[src/rtl/core/two_level_page_walk_with_tlb_defines.svh]
// Assertion macros for the page walk block.
`ifndef TWO_LEVEL_PAGE_WALK_WITH_TLB_DEFINES_SVH
`define TWO_LEVEL_PAGE_WALK_WITH_TLB_DEFINES_SVH
`ifndef SYNTHESIS
`define PW_ASSERT_IMP(label, clk, rst_n, a, c) \
    label: assert property (@(posedge clk) disable iff (!rst_n) (a) |-> (c)) \
        else $error("assertion failed");
`define PW_ASSERT_NEXT(label, clk, rst_n, a, c) \
    label: assert property (@(posedge clk) disable iff (!rst_n) (a) |=> (c)) \
        else $error("assertion failed");
`else
`define PW_ASSERT_IMP(label, clk, rst_n, a, c)
`define PW_ASSERT_NEXT(label, clk, rst_n, a, c)
`endif
`endif

[src/rtl/core/tlpw_pkg.sv]
// Shared types and constants for the page walk block.
package tlpw_pkg;
    localparam int TlbEntriesDefault = 64;
    localparam int QueueDepth = 2;

    typedef enum logic [1:0] {
        OP_TRANSLATE = 2'd0,
        OP_RESPONSE  = 2'd1,
        OP_FLUSH_ALL = 2'd2,
        OP_FLUSH_ONE = 2'd3
    } op_t;

    typedef enum logic [2:0] {
        KIND_TRANSLATED = 3'd0,
        KIND_FAULT      = 3'd1,
        KIND_READ       = 3'd2,
        KIND_WRITE      = 3'd3,
        KIND_FLUSHED    = 3'd4
    } kind_t;

    typedef enum logic [1:0] {
        PHASE_IDLE  = 2'd0,
        PHASE_DIR   = 2'd1,
        PHASE_TABLE = 2'd2
    } phase_t;

    typedef enum logic [1:0] {
        BACK_IDLE = 2'd0,
        BACK_WORK = 2'd1,
        BACK_SECOND = 2'd2
    } back_state_t;

    localparam logic [0:0] CFG_PAGING = 1'b0;
    localparam logic [0:0] CFG_DIR_BASE = 1'b1;

    typedef struct packed {
        logic [1:0]  operation;
        logic [31:0] vaddr;
        logic [31:0] read_data;
        logic        read_ok;
    } in_word_t;

    typedef struct packed {
        logic [2:0]  kind;
        logic [31:0] trans_addr;
        logic [31:0] mem_addr;
        logic [31:0] mem_wdata;
        logic [31:0] fault_addr;
        logic        tlb_hit;
        logic [31:0] hit_total;
        logic [31:0] miss_total;
        logic [31:0] fault_total;
        logic        last;
    } out_word_t;

    typedef struct packed {
        in_word_t    word;
        logic        paging;
    } queue_word_t;
endpackage

[src/rtl/core/tlpw_front.sv]
// Front end: takes commands and queues them with the paging mode.
module tlpw_front
    import tlpw_pkg::*;
(
    input  logic        clk,
    input  logic        rst_n,
    input  logic        start,
    input  in_word_t    in_word,
    input  logic        paging,
    input  logic        pop,
    output logic        busy,
    output logic        q_valid,
    output queue_word_t q_word
);
    localparam int PtrW = $clog2(QueueDepth);
    queue_word_t mem_reg [QueueDepth];
    logic [PtrW-1:0] wr_reg, rd_reg;
    logic [PtrW:0] cnt_reg, cnt_next;
    logic push;

    assign busy = (cnt_reg == (PtrW+1)'(QueueDepth));
    assign push = start && !busy;
    assign q_valid = (cnt_reg != '0);
    assign q_word = mem_reg[rd_reg];
    assign cnt_next = cnt_reg + (PtrW+1)'(push) - (PtrW+1)'(pop);

    always_ff @(posedge clk)
    begin
        if (push)
        begin
            mem_reg[wr_reg] <= '{word: in_word, paging: paging};
        end
    end

    always_ff @(posedge clk or negedge rst_n)
    begin
        if (!rst_n)
        begin
            wr_reg <= '0;
            rd_reg <= '0;
            cnt_reg <= '0;
        end
        else
        begin
            if (push) wr_reg <= wr_reg + 1'b1;
            if (pop) rd_reg <= rd_reg + 1'b1;
            cnt_reg <= cnt_next;
        end
    end
endmodule

[src/rtl/core/tlpw_back.sv]
// Back end: TLB search, walk sequencing, counters and results.
`include "two_level_page_walk_with_tlb_defines.svh"
module tlpw_back
    import tlpw_pkg::*;
#(
    parameter int TLB_ENTRIES = TlbEntriesDefault
)
(
    input  logic        clk,
    input  logic        rst_n,
    input  logic        q_valid,
    input  queue_word_t q_word,
    output logic        pop,
    input  logic        dir_write,
    input  logic [19:0] dir_base,
    output logic        done,
    output out_word_t   result
);
    localparam int IdxW = (TLB_ENTRIES > 1) ? $clog2(TLB_ENTRIES) : 1;

    logic [TLB_ENTRIES-1:0] valid_reg;
    logic [19:0] vpage_reg [TLB_ENTRIES];
    logic [19:0] ppage_reg [TLB_ENTRIES];
    logic [IdxW-1:0] rp_reg;
    phase_t phase_reg;
    logic [31:0] wva_reg, tea_reg, fa_reg, hc_reg, mc_reg, fc_reg;
    back_state_t st_reg, st_next;
    queue_word_t cur_reg;
    logic [TLB_ENTRIES-1:0] match_reg;
    logic [31:0] phys2_reg;
    out_word_t res_reg;
    logic done_reg;

    logic [IdxW-1:0] hit_idx;
    logic hit_any;
    in_word_t w;

    function automatic logic [IdxW-1:0] hitv_idx(input logic [TLB_ENTRIES-1:0] v);
        logic [IdxW-1:0] r;
        r = '0;
        for (int i = TLB_ENTRIES - 1; i >= 0; i--)
        begin
            if (v[i]) r = IdxW'(i);
        end
        return r;
    endfunction

    assign w = cur_reg.word;
    assign done = done_reg;
    assign result = res_reg;

    always_comb
    begin
        hit_idx = '0;
        hit_any = 1'b0;
        for (int i = TLB_ENTRIES - 1; i >= 0; i--)
        begin
            if (match_reg[i])
            begin
                hit_idx = IdxW'(i);
                hit_any = 1'b1;
            end
        end
    end

    always_comb
    begin
        unique case (st_reg)
            BACK_IDLE: st_next = q_valid ? BACK_WORK : BACK_IDLE;
            BACK_WORK: st_next = (w.operation == OP_RESPONSE && phase_reg == PHASE_TABLE
                                  && w.read_ok && w.read_data[0]) ? BACK_SECOND : BACK_IDLE;
            BACK_SECOND: st_next = BACK_IDLE;
            default: st_next = BACK_IDLE;
        endcase
    end

    assign pop = (st_reg == BACK_IDLE) && q_valid;

    always_ff @(posedge clk)
    begin
        if (pop)
        begin
            cur_reg <= q_word;
            for (int i = 0; i < TLB_ENTRIES; i++)
            begin
                match_reg[i] <= vpage_reg[i] == q_word.word.vaddr[31:12];
            end
        end
        if (st_reg == BACK_WORK && w.operation == OP_RESPONSE && phase_reg == PHASE_TABLE
            && w.read_ok && w.read_data[0])
        begin
            vpage_reg[rp_reg] <= wva_reg[31:12];
            ppage_reg[rp_reg] <= w.read_data[31:12];
            phys2_reg <= {w.read_data[31:12], wva_reg[11:0]};
        end
    end

    always_ff @(posedge clk or negedge rst_n)
    begin
        if (!rst_n)
        begin
            st_reg <= BACK_IDLE;
            valid_reg <= '0;
            rp_reg <= '0;
            phase_reg <= PHASE_IDLE;
            wva_reg <= '0;
            tea_reg <= '0;
            fa_reg <= '0;
            hc_reg <= '0;
            mc_reg <= '0;
            fc_reg <= '0;
            done_reg <= 1'b0;
            res_reg <= '0;
        end
        else
        begin
            logic [TLB_ENTRIES-1:0] hitv;
            logic [31:0] hc, mc, fc, fa;
            hitv = valid_reg & match_reg;
            hc = hc_reg; mc = mc_reg; fc = fc_reg; fa = fa_reg;
            st_reg <= st_next;
            done_reg <= 1'b0;
            res_reg <= '0;
            if (st_reg == BACK_WORK)
            begin
                unique case (op_t'(w.operation))
                    OP_TRANSLATE:
                    begin
                        if (phase_reg == PHASE_IDLE)
                        begin
                            done_reg <= 1'b1;
                            res_reg.last <= 1'b1;
                            if (!cur_reg.paging)
                            begin
                                res_reg.kind <= KIND_TRANSLATED;
                                res_reg.trans_addr <= w.vaddr;
                            end
                            else if (hitv != '0)
                            begin
                                hc = hc + 1;
                                res_reg.kind <= KIND_TRANSLATED;
                                res_reg.tlb_hit <= 1'b1;
                                res_reg.trans_addr <= {ppage_reg[hitv_idx(hitv)], w.vaddr[11:0]};
                            end
                            else
                            begin
                                mc = mc + 1;
                                wva_reg <= w.vaddr;
                                phase_reg <= PHASE_DIR;
                                res_reg.kind <= KIND_READ;
                                res_reg.mem_addr <= {dir_base, 12'd0}
                                                  + {20'd0, w.vaddr[31:22], 2'b00};
                            end
                        end
                    end
                    OP_RESPONSE:
                    begin
                        if (phase_reg != PHASE_IDLE)
                        begin
                            done_reg <= 1'b1;
                            if (!w.read_ok || !w.read_data[0])
                            begin
                                fa = wva_reg;
                                fc = fc + 1;
                                phase_reg <= PHASE_IDLE;
                                res_reg.kind <= KIND_FAULT;
                                res_reg.last <= 1'b1;
                            end
                            else if (phase_reg == PHASE_DIR)
                            begin
                                tea_reg <= {w.read_data[31:12], 12'd0}
                                         + {20'd0, wva_reg[21:12], 2'b00};
                                phase_reg <= PHASE_TABLE;
                                res_reg.kind <= KIND_READ;
                                res_reg.mem_addr <= {w.read_data[31:12], 12'd0}
                                                  + {20'd0, wva_reg[21:12], 2'b00};
                                res_reg.last <= 1'b1;
                            end
                            else
                            begin
                                valid_reg[rp_reg] <= 1'b1;
                                rp_reg <= (rp_reg == IdxW'(TLB_ENTRIES - 1)) ? '0 : rp_reg + 1'b1;
                                phase_reg <= PHASE_IDLE;
                                res_reg.kind <= KIND_WRITE;
                                res_reg.mem_addr <= tea_reg;
                                res_reg.mem_wdata <= w.read_data | 32'h20;
                            end
                        end
                    end
                    OP_FLUSH_ALL:
                    begin
                        valid_reg <= '0;
                        done_reg <= 1'b1;
                        res_reg.kind <= KIND_FLUSHED;
                        res_reg.last <= 1'b1;
                    end
                    OP_FLUSH_ONE:
                    begin
                        if (hitv != '0) valid_reg[hitv_idx(hitv)] <= 1'b0;
                        done_reg <= 1'b1;
                        res_reg.kind <= KIND_FLUSHED;
                        res_reg.last <= 1'b1;
                    end
                    default: ;
                endcase
            end
            else if (st_reg == BACK_SECOND)
            begin
                done_reg <= 1'b1;
                res_reg.kind <= KIND_TRANSLATED;
                res_reg.trans_addr <= phys2_reg;
                res_reg.last <= 1'b1;
            end
            if (dir_write) valid_reg <= '0;
            hc_reg <= hc; mc_reg <= mc; fc_reg <= fc; fa_reg <= fa;
            res_reg.hit_total <= hc;
            res_reg.miss_total <= mc;
            res_reg.fault_total <= fc;
            res_reg.fault_addr <= fa;
        end
    end

    `PW_ASSERT_NEXT(a_pop_work, clk, rst_n, pop, st_reg == BACK_WORK)
    `PW_ASSERT_IMP(a_second_last, clk, rst_n, st_reg == BACK_SECOND,
        done_reg && res_reg.kind == KIND_WRITE && !res_reg.last)
    `PW_ASSERT_IMP(a_hit_idx, clk, rst_n, hit_any, match_reg[hit_idx])
endmodule

[src/rtl/core/two_level_page_walk_with_tlb.sv]
// Top level of the two-level page walk with TLB.
// A command is taken when start is high and busy low; a two-deep queue
// buffers commands ahead of the back end. Each command occupies the back end
// for a queue pop, then the TLB compare result and answer; a completed walk
// adds a further state and emits its write request and translation on consecutive
// cycles. Results appear for one cycle under done and cannot be stalled.
// Walk reads leave as results and their data returns as response commands.
module two_level_page_walk_with_tlb
    import tlpw_pkg::*;
#(
    parameter int TLB_ENTRIES = TlbEntriesDefault
)
(
    input  logic        clk,
    input  logic        rst_n,
    input  logic        start,
    output logic        busy,
    input  in_word_t    in_word,
    output logic        done,
    output out_word_t   result,
    input  logic        cfg_valid,
    output logic        cfg_ready,
    input  logic [0:0]  cfg_index,
    input  logic [31:0] cfg_data
);
    logic paging_reg;
    logic [19:0] dir_base_reg;
    logic cfg_write, pop, q_valid;
    queue_word_t q_word;

    assign cfg_ready = 1'b1;
    assign cfg_write = cfg_valid && cfg_ready;

    always_ff @(posedge clk or negedge rst_n)
    begin
        if (!rst_n)
        begin
            paging_reg <= 1'b0;
            dir_base_reg <= '0;
        end
        else if (cfg_write)
        begin
            if (cfg_index == CFG_PAGING) paging_reg <= cfg_data[0];
            if (cfg_index == CFG_DIR_BASE) dir_base_reg <= cfg_data[19:0];
        end
    end

    tlpw_front u_front (
        .clk(clk), .rst_n(rst_n), .start(start), .in_word(in_word),
        .paging(paging_reg), .pop(pop), .busy(busy), .q_valid(q_valid),
        .q_word(q_word)
    );

    tlpw_back #(.TLB_ENTRIES(TLB_ENTRIES)) u_back (
        .clk(clk), .rst_n(rst_n), .q_valid(q_valid), .q_word(q_word), .pop(pop),
        .dir_write(cfg_write && cfg_index == CFG_DIR_BASE), .dir_base(dir_base_reg),
        .done(done), .result(result)
    );
endmodule
[config.mk]
export PLATFORM = sky130hd
export DESIGN_NAME = two_level_page_walk_with_tlb
export DESIGN_NICKNAME = d
export VERILOG_FILES = /design/src/rtl/core/tlpw_pkg.sv /design/src/rtl/core/tlpw_front.sv /design/src/rtl/core/tlpw_back.sv /design/src/rtl/core/two_level_page_walk_with_tlb.sv
export VERILOG_INCLUDE_DIRS = /design/src /design/src/rtl/core
export SDC_FILE = /design/constraint.sdc
export NUM_CORES = 2
export LEC_CHECK = 0
export ABC_AREA = 1
export BUFFER_PORTS_ARGS = -buffer_cell sky130_fd_sc_hd__buf_2
export CORE_MARGIN = 5
export CORE_UTILIZATION = 50
export CTS_CLUSTER_DIAMETER = 80
export DETAILED_ROUTE_END_ITERATION = 12
export PLACE_DENSITY_LB_ADDON = 0.05
export SKIP_LAST_GASP = 1
export SLEW_MARGIN = 10
export SYNTH_ARGS = -nofsm -noshare
export SYNTH_HDL_FRONTEND = slang
export SYNTH_SLANG_ARGS = --single-unit
[constraint.sdc]
create_clock -name clk -period 15.35 [get_ports clk]
set_clock_uncertainty 0.05 [all_clocks]
set_input_delay 0.7675 -clock clk [delete_from_list [all_inputs] [get_ports clk]]
set_output_delay 0.7675 -clock clk [all_outputs]
set_load 0.02 [all_outputs]
Yosys cells after proc, flatten, opt, wreduce, memory -nomap -nowiden

Memories as Yosys holds them, arrays and structs flattened.
Index checks and enable logic that the tools add are counted.
W data, S select, Z words.

Bitwise logic cells: 8
Add/sub/neg operators: 10
Order comparisons: 4
Equality and inequality tests: 81
Multiplexer cells: 132
Reductions and logical operators: 35

Operators with widths:

| kind                    | number |
|---|---|
| $eq A20 B20 Y1          | 64 |
| $mux W64                | 9 |
| $mux W6                 | 72 |
| $mux W32                | 8 |
| $pmux W64 S3            | 1 |
| $and A64 B64 Y64        | 2 |
| $add A32 B1 Y32 const B | 3 |
| $mux W67                | 1 |
| $add A32 B12 Y32        | 2 |
| $not A64 Y64            | 1 |
| $or A64 B64 Y64         | 1 |
| $pmux W32 S2            | 1 |
| $reduce_bool A64 Y1     | 1 |
| $mux W35                | 1 |
| $mux W34                | 1 |
| $mux W1                 | 21 |
| $mux W2                 | 8 |
| $reduce_and A5 Y1       | 3 |
| $lt A6 B7 Y1 const B    | 2 |
| $demux W1 S6            | 2 |
| $ge A6 B1 Y1 const B    | 2 |
| $logic_and A1 B1 Y1     | 12 |
| $reduce_and A6 Y1       | 2 |
| $eq A2 B2 Y1 const B    | 5 |
| other kinds (23)        | 45 |

Flip-flop bits (word level): 557
Memories kept: 3
Word-level logic and storage cells: 302
Memory bits (writable): 2,696
Output and inout port bits: 232

Memory list:

| memory           | depth | width | read ports | clocked after memory_dff | wr ports | RTL line         | text |
|---|---|---|---|---|---|---|---|
| u_back.ppage_reg | 64    | 20    | 1          | 0                        | 1        | tlpw_back.sv:23  | `logic [19:0] ppage_reg [TLB_ENTRIES];` |
| u_back.vpage_reg | 64    | 20    | 64         | 0                        | 1        | tlpw_back.sv:22  | `logic [19:0] vpage_reg [TLB_ENTRIES];` |
| u_front.mem_reg  | 2     | 68    | 1          | 0                        | 1        | tlpw_front.sv:16 | `queue_word_t mem_reg [QueueDepth];` |

Logic depth before layout (Yosys ltp)

Word-level depth: 78
Gate-level depth with buffers: 79
Mapped depth without buffers: 77

Cells and area by module

A second synthesis with hierarchy kept.

Cell total of the unflattened synthesis: 12,028
Area, all modules: 139,901.7 µm²

By module, submodules not included:

| module                       | cells an instance | area each (µm²) | seq. area each (µm²) | instances |
|---|---|---|---|---|
| tlpw_back                    | 11,549            | 133,809.6       | 90,977.3             | 1 |
| tlpw_front                   | 383               | 5,247.5         | 4,184.0              | 1 |
| two_level_page_walk_with_tlb | 96                | 844.6           | 525.5                | 1 |

Least setup slack after synthesis

OpenSTA, ideal clock, no wires.

Kind: flip-flop to flip-flop
Start point: reg u_front.cnt_reg[0]
End point: reg u_front.cnt_reg[1]
Arrival: 12,022 ps
Period minus slack after synthesis: 12,152 ps
Slack: 3,198 ps
Stages on the path, launching flop included: 8
Required time: 15,221 ps
Buffers on the path: 0
Cell sequence: dfrtp_1 -> inv_1 -> a211oi_1 -> ha_1 -> inv_1 -> ha_1 -> xnor2_1 -> xor2_1

RTL lines:

| element                       | RTL line                           | text |
|---|---|---|
| start, declared               | tlpw_front.sv:18                   | `logic [PtrW:0] cnt_reg, cnt_next;` |
| start signal, assigned        | tlpw_front.sv:47                   | `cnt_reg <= cnt_next;` |
| $reduce_bool A2 Y1            | tlpw_front.sv:23                   | `assign q_valid = (cnt_reg != '0);` |
| $logic_and A1 B1 Y1           | tlpw_back.sv:77                    | `assign pop = (st_reg == BACK_IDLE) && q_valid;` |
| named net pop                 | two_level_page_walk_with_tlb.sv:28 | `logic cfg_write, pop, q_valid;` |
| $sub A2 B1 Y2                 | tlpw_front.sv:25                   | `assign cnt_next = cnt_reg + (PtrW+1)'(push) - (PtrW+1)'(pop);` |
| named net u_front.cnt_next[1] | tlpw_front.sv:18                   |  |

The timed path passes the listed nets, and every way through them passes these cells.
A chain may end at the register's enable or synchronous reset.

Worst setup path in the final report

Start point: reg u_back.valid_reg[63]
End point: reg u_back.res_reg (netlist bit u_back.result[206])

Cells in the longest elaborated chain, start to end: 76

Ends and longest elaborated chain:

| element                         | RTL line         | text |
|---|---|---|
| start, declared                 | tlpw_back.sv:21  | `logic [TLB_ENTRIES-1:0] valid_reg;` |
| start signal, assigned          | tlpw_back.sv:103 | `valid_reg <= '0;` |
| start signal, assigned by index | tlpw_back.sv:181 | `valid_reg[rp_reg] <= 1'b1;` |
| start signal, assigned          | tlpw_back.sv:192 | `valid_reg <= '0;` |
| $and A64 B64 Y64 (*)            | tlpw_back.sv:119 | `hitv = valid_reg & match_reg;` |
| $mux W6                         | tlpw_back.sv:43  | `if (v[i]) r = IdxW'(i);` |
| $mux W6 (6 in a row)            | --               |  |
| $mux W6 (10 in a row)           | tlpw_back.sv:43  |  |
| $mux W6                         | --               |  |
| $mux W6 (2 in a row)            | tlpw_back.sv:43  |  |
| $mux W6 (11 in a row)           | --               |  |
| $mux W6                         | tlpw_back.sv:43  |  |
| (+35 left out)                  | --               |  |
| $mux W6                         | tlpw_back.sv:126 | `unique case (op_t'(w.operation))` |
| $mux W6                         | tlpw_back.sv:124 | `if (st_reg == BACK_WORK)` |
| $mem_v2 Z64 W20                 | --               |  |
| $mux W32 (*)                    | tlpw_back.sv:138 | `else if (hitv != '0)` |
| $mux W34 (*)                    | tlpw_back.sv:133 | `if (!cur_reg.paging)` |
| $mux W67 (*)                    | tlpw_back.sv:129 | `if (phase_reg == PHASE_IDLE)` |
| $mux W32 (*)                    | tlpw_back.sv:126 |  |
| $mux W35 (*)                    | tlpw_back.sv:124 |  |
| end, declared                   | tlpw_back.sv:31  | `out_word_t res_reg;` |

Every way passes the cells marked *; elsewhere a longest branch is shown, timed or not. The select of a mux whose other input is x is not followed.

==> implementation parameters <==
Parameter                              Value

CTS
  Number of buffers created by CTS ... 344
  Largest buffer count on any clock path ... 4
  Buffer cell driving the clock tree root ... clkbuf_16
  Clock-pin slew reported for the worst setup and hold paths after clock tree synthesis ... 60 ps
  Maximum level of the CTS H-tree ... 5
  Total of cells resized after clock tree synthesis ... 0
  Clock latency on the worst-skew pair ... 920 ps
  Number of buffers inserted by hold repair at cts ... 85
  Buffers inserted during post-CTS setup optimization ... 0
  TritonCTS Sinks ... 3250
  CTS tree ... yes

Yosys
  Main flop type after synthesis ... edfxtp_1
  Syn. warnings ... 0
  Post-synthesis cell area ... 0.138 mm²
  Xor and xnor area share after synthesis ... 0.0740
  Async set or reset register ratio after synthesis ... 0.121
  Number of standard cells after synthesis ... 11200
  Mean post-synth cell area ... 12.3 µm²
  Largest cells by area after synthesis ... edfxtp_1 62%, dfrtp_1 7.1%, nand2_1 5.3%
  Seq cells post-synth ... 3250
  Post-synthesis simple-gate area fraction ... 0.157
  Top cell type by total area after synthesis ... edfxtp_1
  Synthesized-area fraction occupied by ao, oa, aoi and oai cells ... 0.0265
  Post-synth top area share ... 0.622
  Synth Net Count ... 11300
  Adder-cell share of the synthesized area ... 0.000544
  Distinct cell type count after synthesis ... 54
  Main combinational cell family by area after synthesis ... simple AND/OR/NAND/NOR gates
  Seq/Total Area, Yosys ... 0.693
  EDFF count, synth ... 2857
  Mux cell area share after synthesis ... 0.00155

Timing
  Achievable clock frequency ... 119 MHz
  Worst slew pin tran ... 1220 ps
  Final period util ... 0.546
  Headroom to the max-slew limit ... 0.177
  Final Hold Slack ... 58.9 ps
  Count of final max-slew check failures ... 0
  Hold violation count in the final report ... 0
  Min cycle time layout ... 8380 ps
  Total Negative Setup Slacks ... 0 ps
  Setup-failing EPs final ... 0
  RSZ-0062 raised after global routing ... false
  Setup ws final ... 6970 ps

Hold path
  Classification of the worst-slack hold path ... in2reg
  Hold path cells ... 2

Detailed routing
  Drt drc ... 1
  Final antenna-violating net count ... 0
  Mean routed wirelength per cell ... 27.5 µm
  Mean number of vias per cell ... 5.75
  1st-iter DRT viols ... 9545
  Number of optimization iterations in the first detailed-route pass ... 12
  Count of vias placed by the detailed router ... 89600
  Overall routed net length ... 429000 µm

Final layout
  P&R area growth vs syn ... 13.3%
  Commonest cells after routing, fill and taps aside ... 2857 x edfxtp_1, 1918 x nand2_1, 1068 x inv_1
  Commonest non-fill, non-tap cell in the layout ... edfxtp_1
  Fraction of layout instances using a drive strength above 1 ... 0.112
  Multi-input gate area ... 0.0366 mm²
  Count of nets after finishing ... 11700
  Layout Cell Area excl Fill ... 0.156 mm²
  Flip-flop and latch area ... 0.0957 mm²
  Fillers ... 22200

Pwr
  Sequential group share of total power ... 0.450
  Switching Power ... 9120 µW
  Cell internal pwr ... 17500 µW
  Net Sw Frac ... 0.343
  Static Leak ... 0.0596 µW
  Max VDD drop ... 179 µV
  Clock network power share ... 0.307
  Part of the total power dissipated in combinational logic ... 0.243
  Power density of the placed cells ... 170 mW/mm²

Critical path
  Data arrival time of the critical path ... 9130 ps
  Number of cells on the critical path ... 75
  Required time of the critical path ... 16100 ps
  Critical Path Max Stage Delay ... 780 ps
  Slowest cell on crit path ... nand2_2
  Buffers & Inverters on Critical Path ... 2
  Critical path endpoint category ... register
  Cell repeated most along the worst path ... nand2_1
  Setup crit start kind ... register
  Kind of cell with the highest combined delay on the critical path ... simple AND/OR/NAND/NOR gates
  Path depth of the worst reg2reg path ... 75
  Critical path class ... reg2reg
  Maximum net fanout on the critical path ... 144

Global route
  Largest net degree at the start of global routing ... 192
  Wire length of the first global-routing pass ... 612000 µm
  Overall global routing resource usage ... 0.293
  Number of global-route vias before repair ... 86400
  Antenna violations before repair ... 14
  Congestion Overflow GR ... 0

Die
  Initial Util ... 0.503
  Height of the die ... 535 µm
  Io pins ... 336
  Chip Width ... 535 µm
  Core area ... 0.274 mm²
  Die area ... 0.287 mm²
  Std cell rows ... 192

Place
  Area post-placement ... 0.145 mm²
  Global placer's final weighted congestion ... 0.866
  Post-placement worst setup slack ... 7160 ps
  Total of buffers placed on input and output ports ... 321
  HPWL Detailed ... 237000 µm

Run status
  Status ... finished with violations
  Failing checks ... DRC

Run
  Count of maximum capacitance violations ... 0
## per-layer routing
layer	vias up	wire, µm	GRT usage
li1	39800	-	-
met1	45500	176000	0.401
met2	3553	206000	0.485
met3	773	29200	0.0356
met4	6	17800	0.108
met5	-	37	0
## Yosys cell counts, drive strengths merged, types with 5 or more instances
cell type / instances
edfxtp: 2857
nand2: 1945
inv: 1076
xnor2: 712
nand4: 699
nor2: 687
xor2: 454
nand3b: 414
dfrtp: 393
nand3: 316
clkbuf: 308
buf: 291
o21ai: 237
nor4: 159
a21oi: 146
or2: 133
nor3: 85
o22ai: 65
a31oi: 62
a211o: 20
o2111ai: 20
mux2: 19
nor4b: 19
or4: 17
a32o: 12
nor3b: 11
a32oi: 9
o221ai: 9
a2111oi: 8
a22o: 6
ha: 6
o211ai: 6
or3b: 5
## worst paths after layout
kind                                       from                   to  slack [ps]
setup / recovery           u_back.valid_reg[63]   u_back.result[206]        6970
hold / removal                      cfg_data[7]      dir_base_reg[7]          60
setup reg to reg           u_back.valid_reg[63]   u_back.result[206]        6970
hold reg to reg            u_back.phys2_reg[31]   u_back.result[225]         390
max in group asynchronous                 rst_n  u_back.valid_reg[4]       12370
min in group asynchronous                 rst_n    u_back.hc_reg[26]         430
## layout make-up
type                            count  share of cell area
Antenna cell                        7            0.000112
Sequential cell                  3250               0.612
Tap cell                         3686              0.0295
Timing Repair Buffer              647              0.0282
Clock buffer                      463              0.0606
Clock inverter                    158             0.00915
Inverter                         1080              0.0259
Multi-Input combinational cell   6309               0.234
## power groups by stage
stage / registers, µW / logic (µW) / clock network, µW
5_1_grt: 12000 / 6820 / 8650
6_report: 12000 / 6450 / 8160
4_1_cts: 12000 / 6470 / 8270
3_5_place_dp: 12100 / 6430 / 0
2_1_floorplan: 12200 / 3150 / 0
3_3_place_gp: 12100 / 6310 / 0
## through the flow
stage / util / power [µW] / instances
after global routing: 0.570 / 27500 / 15600
after global placement: 0.527 / 18500 / 14900
after CTS: 0.570 / 26700 / 15600
after detailed placement: 0.527 / 18600 / 14900
after floorplan: - / 15300 / 11200
final: 0.570 / 26600 / 15600
## worst register-to-register path, delay by kind of cell (launching register included)
kind	cells	cell delay (ps)
flops	1	400
simple gates	71	6400
compound gates	2	800
buf+inv	2	660
## logic make-up (layout without fill, tap and decap cells)
| kind of cell | Yosys count | count (layout) |
|---|---|---|
| mux | 19 | 19 |
| xor+xnor | 1166 | 1166 |
| buf+inv | 1679 | 2348 |
| flops | 3250 | 3250 |
| other cells | 1 | 8 |
| compound gates | 619 | 619 |
| fa+ha+maj | 6 | 6 |
| simple gates | 4498 | 4498 |
Power figures use the tool's default switching activity.
